--- src/design/spcc_sqrt_cell.sv ---
// One cell of the square root chain: resolves one root bit per cycle while enabled.
// Consumes two radicand bits; carries side data along. Uses no package.
`timescale 1ns / 1ps

module spcc_sqrt_cell #(
   parameter int ROOT_W = 25,
   parameter int REM_W  = 28,
   parameter int SIDE_W = 1
) (
   input  logic                  clock,
   input  logic                  reset,
   input  logic                  en,
   input  logic                  in_valid,
   input  logic [2*ROOT_W-1:0]   in_rad,
   input  logic [REM_W-1:0]      in_rem,
   input  logic [ROOT_W-1:0]     in_root,
   input  logic [SIDE_W-1:0]     in_side,
   output logic                  out_valid,
   output logic [2*ROOT_W-1:0]   out_rad,
   output logic [REM_W-1:0]      out_rem,
   output logic [ROOT_W-1:0]     out_root,
   output logic [SIDE_W-1:0]     out_side
);

   logic                vld_ff;
   logic [2*ROOT_W-1:0] rad_ff, rad_in;
   logic [REM_W-1:0]    rem_ff, rem_in;
   logic [ROOT_W-1:0]   root_ff, root_in;
   logic [SIDE_W-1:0]   side_ff;
   logic [REM_W-1:0]    rem_x;
   logic [REM_W-1:0]    trial;

   // Restoring step: bring in two bits, try root*4+1
   always_comb begin
      rem_x  = {in_rem[REM_W-3:0], in_rad[2*ROOT_W-1 -: 2]};
      trial  = {{(REM_W-ROOT_W-2){1'b0}}, in_root, 2'b01};
      rad_in = {in_rad[2*ROOT_W-3:0], 2'b00};
      if (rem_x >= trial) begin
         rem_in  = rem_x - trial;
         root_in = {in_root[ROOT_W-2:0], 1'b1};
      end else begin
         rem_in  = rem_x;
         root_in = {in_root[ROOT_W-2:0], 1'b0};
      end
   end

   always_ff @(posedge clock) begin
      if (reset) begin
         vld_ff <= 1'b0;
      end else if (en) begin
         vld_ff <= in_valid;
      end
      if (en) begin
         rad_ff  <= rad_in;
         rem_ff  <= rem_in;
         root_ff <= root_in;
         side_ff <= in_side;
      end
   end

   assign out_valid = vld_ff;
   assign out_rad   = rad_ff;
   assign out_rem   = rem_ff;
   assign out_root  = root_ff;
   assign out_side  = side_ff;

endmodule

--- config.mk ---
export PLATFORM = sky130hd
export DESIGN_NAME = spcc_sqrt_cell
export DESIGN_NICKNAME = d
export VERILOG_FILES = /design/src/design/spcc_sqrt_cell.sv
export SDC_FILE = /design/constraint.sdc
export NUM_CORES = 1
export LEC_CHECK = 0
export BUFFER_PORTS_ARGS = -buffer_cell sky130_fd_sc_hd__buf_2
export CORE_MARGIN = 3
export CORE_UTILIZATION = 35
export DETAILED_ROUTE_END_ITERATION = 7
export PLACE_DENSITY = 0.69
export SYNTH_ARGS = -nofsm -noshare
export SYNTH_HDL_FRONTEND = slang
export SYNTH_SLANG_ARGS = --single-unit
--- constraint.sdc ---
create_clock -name clock -period 3.27 [get_ports clock]
set_input_delay 0.654 -clock clock [delete_from_list [all_inputs] [get_ports clock]]
set_output_delay 0.654 -clock clock [all_outputs]
set_load 0.005 [all_outputs]
==> reports/results.ini <==
[setup_path]
timing.reg2reg.worst_path_depth = 2
worstSetupStartpointType = input port
criticalPathCategory = input port to flop
rr_startpoint = out_valid
critical_path_required_ps = 3370
critPathMaxFanout = 4
r2r_setup_slack_ps = 2670
r2r-end = out_valid
worst_ep_arrival_time_ps = 2990
critical_path.endpoint_type = flop

[routing]
avgRoutedWirePerCell_um = 16.3
route.detailed.vias_per_inst = 4.85
final_wirelength_um = 12900
detail_route.iter0.violations = 199
first_pass_iters = 4
num_vias = 3820
antenna_violating_nets_post_route = 0
route.detailed.drc = 0

[timing]
drv_slew = 0
period_minus_slack_ps = 2900
grt_setup_unrepaired = false
fin_hold_viols = 0
maxClockFrequency_mhz = 345
finalSetupViolations = 0
hold_slack_ps = 462
min_period_over_period = 0.886
final.setup.tns_ps = 0
fin_skew_ps = 0

[yosys]
synthDistinctLibCells = 53
postSynthAreaPerCell_sq_um = 12.9
synth.top_cell.area_share = 0.621
count_of_flip_flops_with_a_built_in_enable_after_synthesis = 102
yosysSeqAreaShare = 0.625
ys.flop_type = edfxtp_1
synth_cells = 384
synth.cell_area_sq_um = 4940
ys_ff_latch = 103
yosysWarningCount = 0
synth.top_cells.by_area = edfxtp_1 (62%), ha_1 (6.8%), nand2_1 (3.3%)
postSynth.asyncResetShare = 0
synth_area_leader_cell = edfxtp_1

[final_layout]
syn2layout_area_growth_pct = 33.3
insertedDiodeCount = 0
multi_input_comb_area_sq_um = 1660
seqCellArea_sq_um = 3080
fin_cells = 788
filler_cell_count = 1224
drive_gt1_frac = 0.420
nets_finish = 742

[global_routing]
grt_pass1_vias = 3923
global_route_wire_length_before_repair_um = 20100
initial_antenna_violation_count = 1
grt_start_max_net_pins = 49
track_usage = 0.163
globalRouteMet3Util = 0.0587
global_route.peak_usage_layer = met2
grtUsageMet1 = 0.185
globalRouteMet2Util = 0.285
grt-ovfl-total = 0

[hold_path]
hold_depth = 2
hold_path.class = input port to flop
min_delay_worst_endpoint = out_valid
worst_hold_startpoint = reset

[placed_design]
buffer_ports.inserted = 208
weighted_congestion_reported_at_the_end_of_routability_driven_placement = 0.901
dp_hpwl_um = 10200
place_inst = 772

[clock_network]
post-cts-setup-buffer-count = 0
clock_tree.htree_level_count = 3
ctsResizeCount = 0
numCtsBuffers = 9
clock_sinks = 103
clkLatencyLatePin_ps = 340
clk_path_buf_depth = 2
path_clk_slew_ps = 70
clock_tree.root_cell = clkbuf_16
ctsHoldBuffers = 0
cts_tree = yes

[pwr]
worst_ir_drop_vdd_mv = 0.239
p_leak_uw = 0.00294
power_uw = 3430
powerDensity_nw_per_um2 = 521

[floorplanning]
floorplan.core_area_sq_um = 13500
ios = 213
design.die.area_sq_um = 15600
dieHeight_um = 125
initial_core_util = 0.365
die-width_um = 125
std_cell_rows = 42

[status]
run_status = finished clean

[flow_run]
count_of_maximum_capacitance_violations = 0

logic make-up after synthesis:
kind of cell / after synthesis / synth area share
compound gates: 98 / 0.138
buf+inv: 44 / 0.0393
fa+ha+maj: 27 / 0.0684
xor+xnor: 26 / 0.0461
flops: 103 / 0.625
mux: 3 / 0.00710
simple gates: 82 / 0.0758
other cells: 1 / 0.000760
metal layers:
layer | vias up | share of wire
met4 | 2 | 0.016
met2 | 162 | 0.50
li1 | 1844 | -
met5 | - | 0.0010
met1 | 1795 | 0.40
met3 | 17 | 0.088
cell type report:
class,count,area share
Multi-Input combinational cell,238,0.253
Tap cell,176,0.0335
Timing Repair Buffer,223,0.181
Clock inverter,6,0.0107
Sequential cell,103,0.469
Clock buffer,10,0.0348
Inverter,32,0.0183
metrics by stage:
stage	utilization	cell area (sq um)	setup WS [ps]
final	0.487	6580	374
after global routing	0.487	6580	216
after CTS	0.487	6580	380
after detailed placement	0.465	6280	-0.593
after global placement	0.465	6280	57.8
after floorplan	-	4940	345
state kept, by name, indices dropped and copies added, names as in the netlist:
register / cells
out_rad: 48
out_rem: 28
out_valid: 1
out_side: 1
out_root: 25
critical path, cell delays in order:
cell and delay, ps:
buf_2 90, inv_1 40, ha_1 320, o21ai_1 180, a211oi_1 130, or3_4 410, a21oi_4 260, o21ai_2 100
a21o_1 190, a21oi_2 210, o41ai_2 110, mux2_4 300
Yosys cell counts, drive strengths merged, types with 8 or more instances:
| master | number |
|---|---|
| xor2 | 10 |
| nand2 | 44 |
| a21o | 8 |
| a21oi | 26 |
| buf | 9 |
| ha | 27 |
| edfxtp | 102 |
| nor2 | 12 |
| inv | 32 |
| o21ai | 41 |
| xnor2 | 16 |
| nand4 | 8 |
layout by cell type, fill, tap and decap left out, types with 3 or more instances in the layout:
cell type    n
buf_4       13
xor2_1      10
a21o_1       8
o21ai_2      3
xnor2_1     16
nand2_1     44
nor2_1      12
edfxtp_1   102
a211oi_1     3
nand2b_1     3
o21ai_1     26
buf_2      207
o21ai_0     11
nand4_1      8
inv_1       32
ha_1        27
a21oi_1     23
buf_12       3
clkbuf_16    9
o21bai_1     3
nand3_1      5
report_power, final:
part,internal [uW],total [uW],switching (uW)
clock network,601,1090,487
registers,1620,1650,32.2
logic,320,694,374
total,2540,3430,893
worst max-delay path by stage:
stage | from | end | cells after the start
after floorplan | in_root[4] | out_rem[27] | 11
after global routing | in_root[2] | out_rem[26] | 13
after global placement | in_rem[0] | out_rem[27] | 11
final | in_root[0] | out_rem[27] | 12
after CTS | in_root[0] | out_rem[27] | 12
after detailed placement | in_root[0] | out_rem[27] | 12
Note: power is estimated with default switching activity, not from simulation.
