## src/design/spcc_div_cell.sv

```systemverilog
// One cell of the normal divider chain: one quotient bit per cycle on two lanes while enabled.
// Lanes share the divisor; side data rides along. Uses no package.
`timescale 1ns / 1ps

module spcc_div_cell #(
   parameter int DIV_W  = 25,
   parameter int REM_W  = 26,
   parameter int QUO_W  = 15,
   parameter int SIDE_W = 1
) (
   input  logic                       clock,
   input  logic                       reset,
   input  logic                       en,
   input  logic                       in_valid,
   input  logic [DIV_W-1:0]           in_div,
   input  logic [1:0][REM_W-1:0]      in_rem,
   input  logic [1:0][QUO_W-1:0]      in_low,
   input  logic [1:0][QUO_W-1:0]      in_quo,
   input  logic [SIDE_W-1:0]          in_side,
   output logic                       out_valid,
   output logic [DIV_W-1:0]           out_div,
   output logic [1:0][REM_W-1:0]      out_rem,
   output logic [1:0][QUO_W-1:0]      out_low,
   output logic [1:0][QUO_W-1:0]      out_quo,
   output logic [SIDE_W-1:0]          out_side
);

   logic                  vld_ff;
   logic [DIV_W-1:0]      div_ff;
   logic [1:0][REM_W-1:0] rem_ff, rem_in;
   logic [1:0][QUO_W-1:0] low_ff, low_in;
   logic [1:0][QUO_W-1:0] quo_ff, quo_in;
   logic [SIDE_W-1:0]     side_ff;
   logic [1:0][REM_W-1:0] rem_x;
   logic [REM_W-1:0]      div_x;

   // Restoring divide step on each lane
   always_comb begin
      div_x = {{(REM_W-DIV_W){1'b0}}, in_div};
      for (int i = 0; i < 2; i++) begin
         rem_x[i]  = {in_rem[i][REM_W-2:0], in_low[i][QUO_W-1]};
         low_in[i] = {in_low[i][QUO_W-2:0], 1'b0};
         if (rem_x[i] >= div_x) begin
            rem_in[i] = rem_x[i] - div_x;
            quo_in[i] = {in_quo[i][QUO_W-2:0], 1'b1};
         end else begin
            rem_in[i] = rem_x[i];
            quo_in[i] = {in_quo[i][QUO_W-2:0], 1'b0};
         end
      end
   end

   always_ff @(posedge clock) begin
      if (reset) begin
         vld_ff <= 1'b0;
      end else if (en) begin
         vld_ff <= in_valid;
      end
      if (en) begin
         div_ff  <= in_div;
         rem_ff  <= rem_in;
         low_ff  <= low_in;
         quo_ff  <= quo_in;
         side_ff <= in_side;
      end
   end

   assign out_valid = vld_ff;
   assign out_div   = div_ff;
   assign out_rem   = rem_ff;
   assign out_low   = low_ff;
   assign out_quo   = quo_ff;
   assign out_side  = side_ff;

endmodule

```

## config.mk

```make
export PLATFORM = sky130hd
export DESIGN_NAME = spcc_div_cell
export DESIGN_NICKNAME = d
export VERILOG_FILES = /design/src/design/spcc_div_cell.sv
export SDC_FILE = /design/constraint.sdc
export NUM_CORES = 1
export LEC_CHECK = 0
export BUFFER_PORTS_ARGS = -buffer_cell sky130_fd_sc_hd__clkbuf_2
export CAP_MARGIN = 40
export CORE_MARGIN = 5
export CORE_UTILIZATION = 30
export CTS_BUF_LIST = sky130_fd_sc_hd__clkbuf_16
export DETAILED_ROUTE_END_ITERATION = 16
export MAX_ROUTING_LAYER = met4
export PLACE_DENSITY = 0.53
export SLEW_MARGIN = 20
export SYNTH_ARGS = -nofsm -noshare
export SYNTH_HDL_FRONTEND = slang
export SYNTH_SLANG_ARGS = --single-unit
```

## constraint.sdc

```tcl
create_clock -name clock -period 3.2 [get_ports clock]
set_input_delay 0.16 -clock clock [delete_from_list [all_inputs] [get_ports clock]]
set_output_delay 0.16 -clock clock [all_outputs]
set_load 0.01 [all_outputs]
```

==> results of run 1 <==
==> cell usage after synthesis (all sizes together) (10+ instances only) <==
cell type,n
edfxtp,136
nand2,64
o21ai,61
ha,50
a21oi,40
inv,38
nor2,31
xnor2,21
xor2,21
a21o,20
nor3,12
buf,10
==> sequential cells by signal, indices dropped and copies added, names as in the netlist <==
register and count:
out_div 25, out_side 1, out_quo 30, out_low 28
out_rem 52, out_valid 1
==> worst max-delay path, stage by stage <==
cell and delay [ns]:
dlygate4sd3_1 0.52, clkbuf_2 0.12, inv_1 0.08, ha_1 0.42
a211oi_2 0.30, o21ai_1 0.12, a211oi_2 0.23, o31ai_2 0.16
o21ai_1 0.16, nor4b_4 0.35, buf_12 0.21, mux2_4 0.31
==> per-stage QoR <==
| step | cell area, sq um | hold WS [ns] | std cells |
|---|---|---|---|
| final | 10630 | 0.03618 | 1331 |
| after global routing | 10630 | 0.03860 | 1331 |
| after CTS | 10590 | 0.01404 | 1326 |
| after detailed placement | 9169 | 0.3323 | 1210 |
| after global placement | 9169 | 0.3202 | 1210 |
| after floorplan | 7367 | 0.2324 | 614 |
==> logic make-up (layout without fill, tap and decap cells) <==
| kind of cell | count (synthesis) | in the layout | share of synthesized area |
|---|---|---|---|
| compound gates | 174 | 174 | 0.1601 |
| simple gates | 145 | 145 | 0.09210 |
| flops | 137 | 137 | 0.5573 |
| buf+inv | 54 | 444 | 0.03619 |
| fa+ha+maj | 52 | 52 | 0.09040 |
| xor+xnor | 42 | 42 | 0.04996 |
| mux | 8 | 8 | 0.01342 |
| other cells | 1 | 5 | 0.0005093 |
==> final timing paths <==
kind	slack (ns)	endpoint	cells past startpoint
setup / recovery	0.22	out_rem[27]	12
hold / removal	0.04	out_rem[24]	3
setup reg to reg	2.06	out_valid	3
hold reg to reg	1.05	out_valid	3
==> where the power goes <==
part | leakage, uW | internal [uW] | total [uW] | switching, uW
Clock | 0.000278 | 1100 | 1970 | 865
Sequential | 0.00134 | 2220 | 2270 | 57.6
Combinational | 0.00306 | 562 | 1260 | 693
==> final cells by class <==
type,count,area [sq um],area share
Sequential cell,137,4104,0.3862
Tap cell,324,405.4,0.03815
Timing Repair Buffer,374,2389,0.2248
Multi-Input combinational cell,423,2997,0.2820
Clock inverter,15,156.4,0.01472
Clock buffer,17,425.4,0.04003
Inverter,38,142.6,0.01342
Antenna cell,3,7.507,0.0007065
==> metal layers <==
| layer | routed length (um) | GRT usage |
|---|---|---|
| met5 | 0 | - |
| met4 | 396 | 0.05301 |
| met3 | 1309 | 0.04622 |
| met2 | 12060 | 0.2939 |
| met1 | 9546 | 0.1914 |
==> repair_timing <==
action                                  4_1_cts  5_1_grt
hold buffers                                 84        0
endpoints found under the setup margin        0       19
gates resized for setup                       0        0
buffers inserted                              0        2
endpoints found under the hold margin        83        0
==> run metrics, run 1 <==
status=finished clean; TritonCTS clock tree=yes; final critical-path share of the clock period=0.9324; worst-margin pin slew=a little under 0.7 ns; Initial DRC Count=~460; Sum Neg Setup Slack=0 ns; vias in the first global route=around 6.3k; Clock Skew=0 ns; Pre-Repair DR Iteration Count=7; total gr overflow=0; Max Fclk=around 340 MHz; critical path class=in2reg; commonest non-fill, non-tap cell in the layout=clkbuf_2; post-synth top area cell=edfxtp_1; fin. max-slew vios=0; top cell type's share of synthesized area=0.5546; CP Capture Type=register; Most used DFF post-synth=edfxtp_1; Final ANT Viol Nets=0; Routed WL=approximately 23000 um; IO Pins=281; final setup margin=approximately 0.22 ns; Yosys Warn Count=0; cell area power density=a little over 500 nW/um^2; fillcell total=about 2.3k; count of cell types in the netlist=between 60 and 70; worst setup path start=in_div[13]; CTS clk-pin slew, worst paths=~0.07 ns; RSZ-0062 raised after global routing=no; dpl hpwl=approximately 18000 um; layout cell share with drive strength beyond 1=0.3406; Total Power=around 5500 uW; nets@finish=1185; root cell of the clock tree=clkbuf_16; die span in y=approximately 170 um; max-cap violations=0; Hold Crit Class=in2reg; maximum vdd drop=around 0.00035 V; first-pass GRT wire length=between 30000 and 40000 um; die area=27780 sq um; RD Place Congestion=between 0.8 and 0.9; starting density of the core=0.3037; critical-path maximum fanout=19; WL/cell=approximately 18 um; pre-CTS setup slack=roughly 0.029 ns; total CTS buffers=17; dominant cells by area after synthesis=edfxtp_1 55%, ha_1 8.5%, o21ai_0 3.5%; vias=around 6.1k; post-layout minimum cycle time=a little under 3 ns; GR Util All Layers=0.1696; row cnt=57; Core Util, Final=0.4382; Rel. slew slack=0.5462; HP Start=in_rem[23]; CTS H-tree lvls=4; sequential fraction of the synthesis area=0.5573; Area growth syn-to-layout=44.32%; crit path launch type=input port; highest-count cells in the layout ignoring fill and taps=273 x clkbuf_2, 136 x edfxtp_1, 84 x dlygate4sd3_1; core area=roughly 24000 sq um; Clock Latency Late Sink=0.42 ns; Seq cells post-synth=about 140; Synth Instances=613; Post-synth EDFFs=about 140; CTS max path bufs=2; largest net degree at the start of global routing=between 60 and 70; asr flop ratio synth=0; PortBufs=roughly 270; Pleak=~0.0047 uW; Syn Std Cell Area=7363 sq um; Avg Cell Area, Syn=12.01 sq um; Required @ worst endpoint=~3.4 ns; Worst Path Arrival=3.15 ns; Hold Fails Final Rpt=0; reg-to-reg startpoint=out_valid; Die X=approximately 170 um; Vias/cell=between 4 and 5; TritonCTS Sinks=137; # setup viols final=0; DRC viols=0; antenna violations before repair=3
Power figures use the tool's default switching activity.
==> run 2, diff against run 1 <==
Settings changed: REMOVE_ABC_BUFFERS from default to 1.
==> run metrics, run 2 (synthesized netlist as in run 1, its figures left out) <==
Rel. slew slack=0.6300 (+0.08375); hold_ws=0.02879 ns (-0.007391 ns); vias in the first global route=6256 (-0.26%); nets@finish=1181 (-0.34%); fillcell total=2320 (+0.13%); Hold Crit Class=in2reg; Design Area, Final=10620 sq um (about the same); Worst Path Arrival=3.21 ns (+0.06 ns); RD Place Congestion=0.8518 (-1.8%); worst-case reg-to-reg path depth=2 (-1); final critical-path share of the clock period=0.9524 (+0.02001); first-pass GRT wire length=35490 um (-0.47%); CTS max path bufs=2 (unchanged); status=finished clean; post-layout minimum cycle time=3.048 ns (+0.06405 ns); TritonCTS Sinks=137 (unchanged); Sum Neg Setup Slack=0 ns (unchanged); Initial DRC Count=346 (-25%); Clock Skew=0 ns (unchanged); Area after DPL=9131 sq um (-0.41%); antenna violations before repair=0 (-3); row cnt=57 (unchanged); Clock Latency Late Sink=0.41 ns (about the same); dpl hpwl=18140 um (about the same); critical-path maximum fanout=16 (-3); critical path class=in2reg; Final ANT Viol Nets=0 (unchanged); Max Fclk=328.1 MHz (-2.1%); Pleak=0.004663 uW (-0.33%); total gr overflow=0 (unchanged); max reg flops=52 (unchanged); Ant. Diodes=0 (-3); WL/cell=17.57 um (+0.33%); commonest non-fill, non-tap cell in the layout=clkbuf_2; Total Power=5479 uW (-0.34%); Area growth syn-to-layout=44.21% (about the same); max-cap violations=0 (unchanged); total CTS buffers=17 (unchanged); highest-count cells in the layout ignoring fill and taps=273 x clkbuf_2, 136 x edfxtp_1, 83 x dlygate4sd3_1; DRC viols=0 (unchanged); vias=6154 (+0.24%); final setup margin=0.1522 ns (-0.06404 ns); worst-margin pin slew=0.5481 ns (-0.1326 ns); core area=24250 sq um (unchanged); die area=27780 sq um (unchanged); CTS H-tree lvls=4 (unchanged); TritonCTS clock tree=yes; CP Capture Type=register; largest net degree at the start of global routing=62 (-10%); layout cell share with drive strength beyond 1=0.3420 (+0.001363); maximum vdd drop=0.0003179 V (-8.4%); Required @ worst endpoint=3.36 ns (about the same); Hold Fails Final Rpt=0 (unchanged); worst hold stages=3 (unchanged); crit path launch type=input port; fin. max-slew vios=0 (unchanged); root cell of the clock tree=clkbuf_16; GR Util All Layers=0.1678 (-0.001750); Pre-Repair DR Iteration Count=5 (-2); starting density of the core=0.3037 (unchanged); # setup viols final=0 (unchanged); PortBufs=274 (unchanged); Vias/cell=4.648 (+0.77%); Die X=166.7 um (unchanged); IO Pins=281 (unchanged); die span in y=166.7 um (unchanged); Routed WL=23260 um (-0.19%); pre-CTS setup slack=0.1310 ns (+0.1017 ns); cell area power density=516.0 nW/um^2 (-0.27%); CTS clk-pin slew, worst paths=0.07 ns (about the same)
[run 2: cell types whose count changed in the layout (fill, tap and decap cells not counted), sizes merged]
| cell | before | now |
|---|---|---|
| clkbuf | 290 | 291 |
| inv | 47 | 45 |
| dlygate4sd3 | 84 | 83 |
| buf | 17 | 13 |
| diode | 3 | 0 |
| clkinv | 2 | 4 |
[run 2: final cells by class]
class	count	area, sq um	area share
clock buffer	17	425.4	0.04006
clock inverter	15	158.9	0.01496
inverter	38	142.6	0.01343
multi-input combinational	423	3018	0.2842
sequential	137	4104	0.3865
tap	324	405.4	0.03818
timing repair buffer	370	2365	0.2227
[run 2: layer usage]
metal,share of wire,GRT usage,up-vias
met3,0.047,0.03650,20
met2,0.51,0.2971,195
met5,0,-,-
met4,0.016,0.04162,0
met1,0.43,0.1945,2889
li1,-,-,3050
[run 2: path summary, 6_finish.rpt]
path                                 from  slack [ns]          to
worst max register to register  out_valid        2.62   out_valid
worst max-delay path            in_div[1]        0.15  out_rem[6]
worst min register to register  out_valid        0.51   out_valid
worst min-delay path             in_valid        0.03   out_valid
[run 2: repair_timing]
action | CTS | global route
hold buffers | 83 | 0
buffers inserted | 0 | 3
endpoints found under the setup margin | 0 | 12
hold endpoints to repair | 83 | 0
gates resized for setup | 0 | 5
[run 2: where the power goes]
part	internal, uW	switching, uW	total, uW
sequential	2220	58.5	2270
clock	1100	848	1950
combinational	559	697	1260
total	3880	1600	5480
[run 2: critical path: stages]
cell and delay [ns]:
dlygate4sd3_1 0.52, clkbuf_2 0.11, inv_1 0.14, fa_1 0.48, a21o_1 0.20, a221oi_2 0.39, o21ai_4 0.13, a21oi_4 0.24
o21ai_4 0.13, a21oi_4 0.20, buf_4 0.16, buf_4 0.21, o21ai_0 0.12
[run 2: per-stage QoR]
| stage | utilization | cells |
|---|---|---|
| 2_1_floorplan | - | 598 |
| 3_3_place_gp | 0.3766 | 1205 |
| 3_5_place_dp | 0.3766 | 1205 |
| 4_1_cts | 0.4349 | 1320 |
| 5_1_grt | 0.4379 | 1324 |
| 6_report | 0.4379 | 1324 |
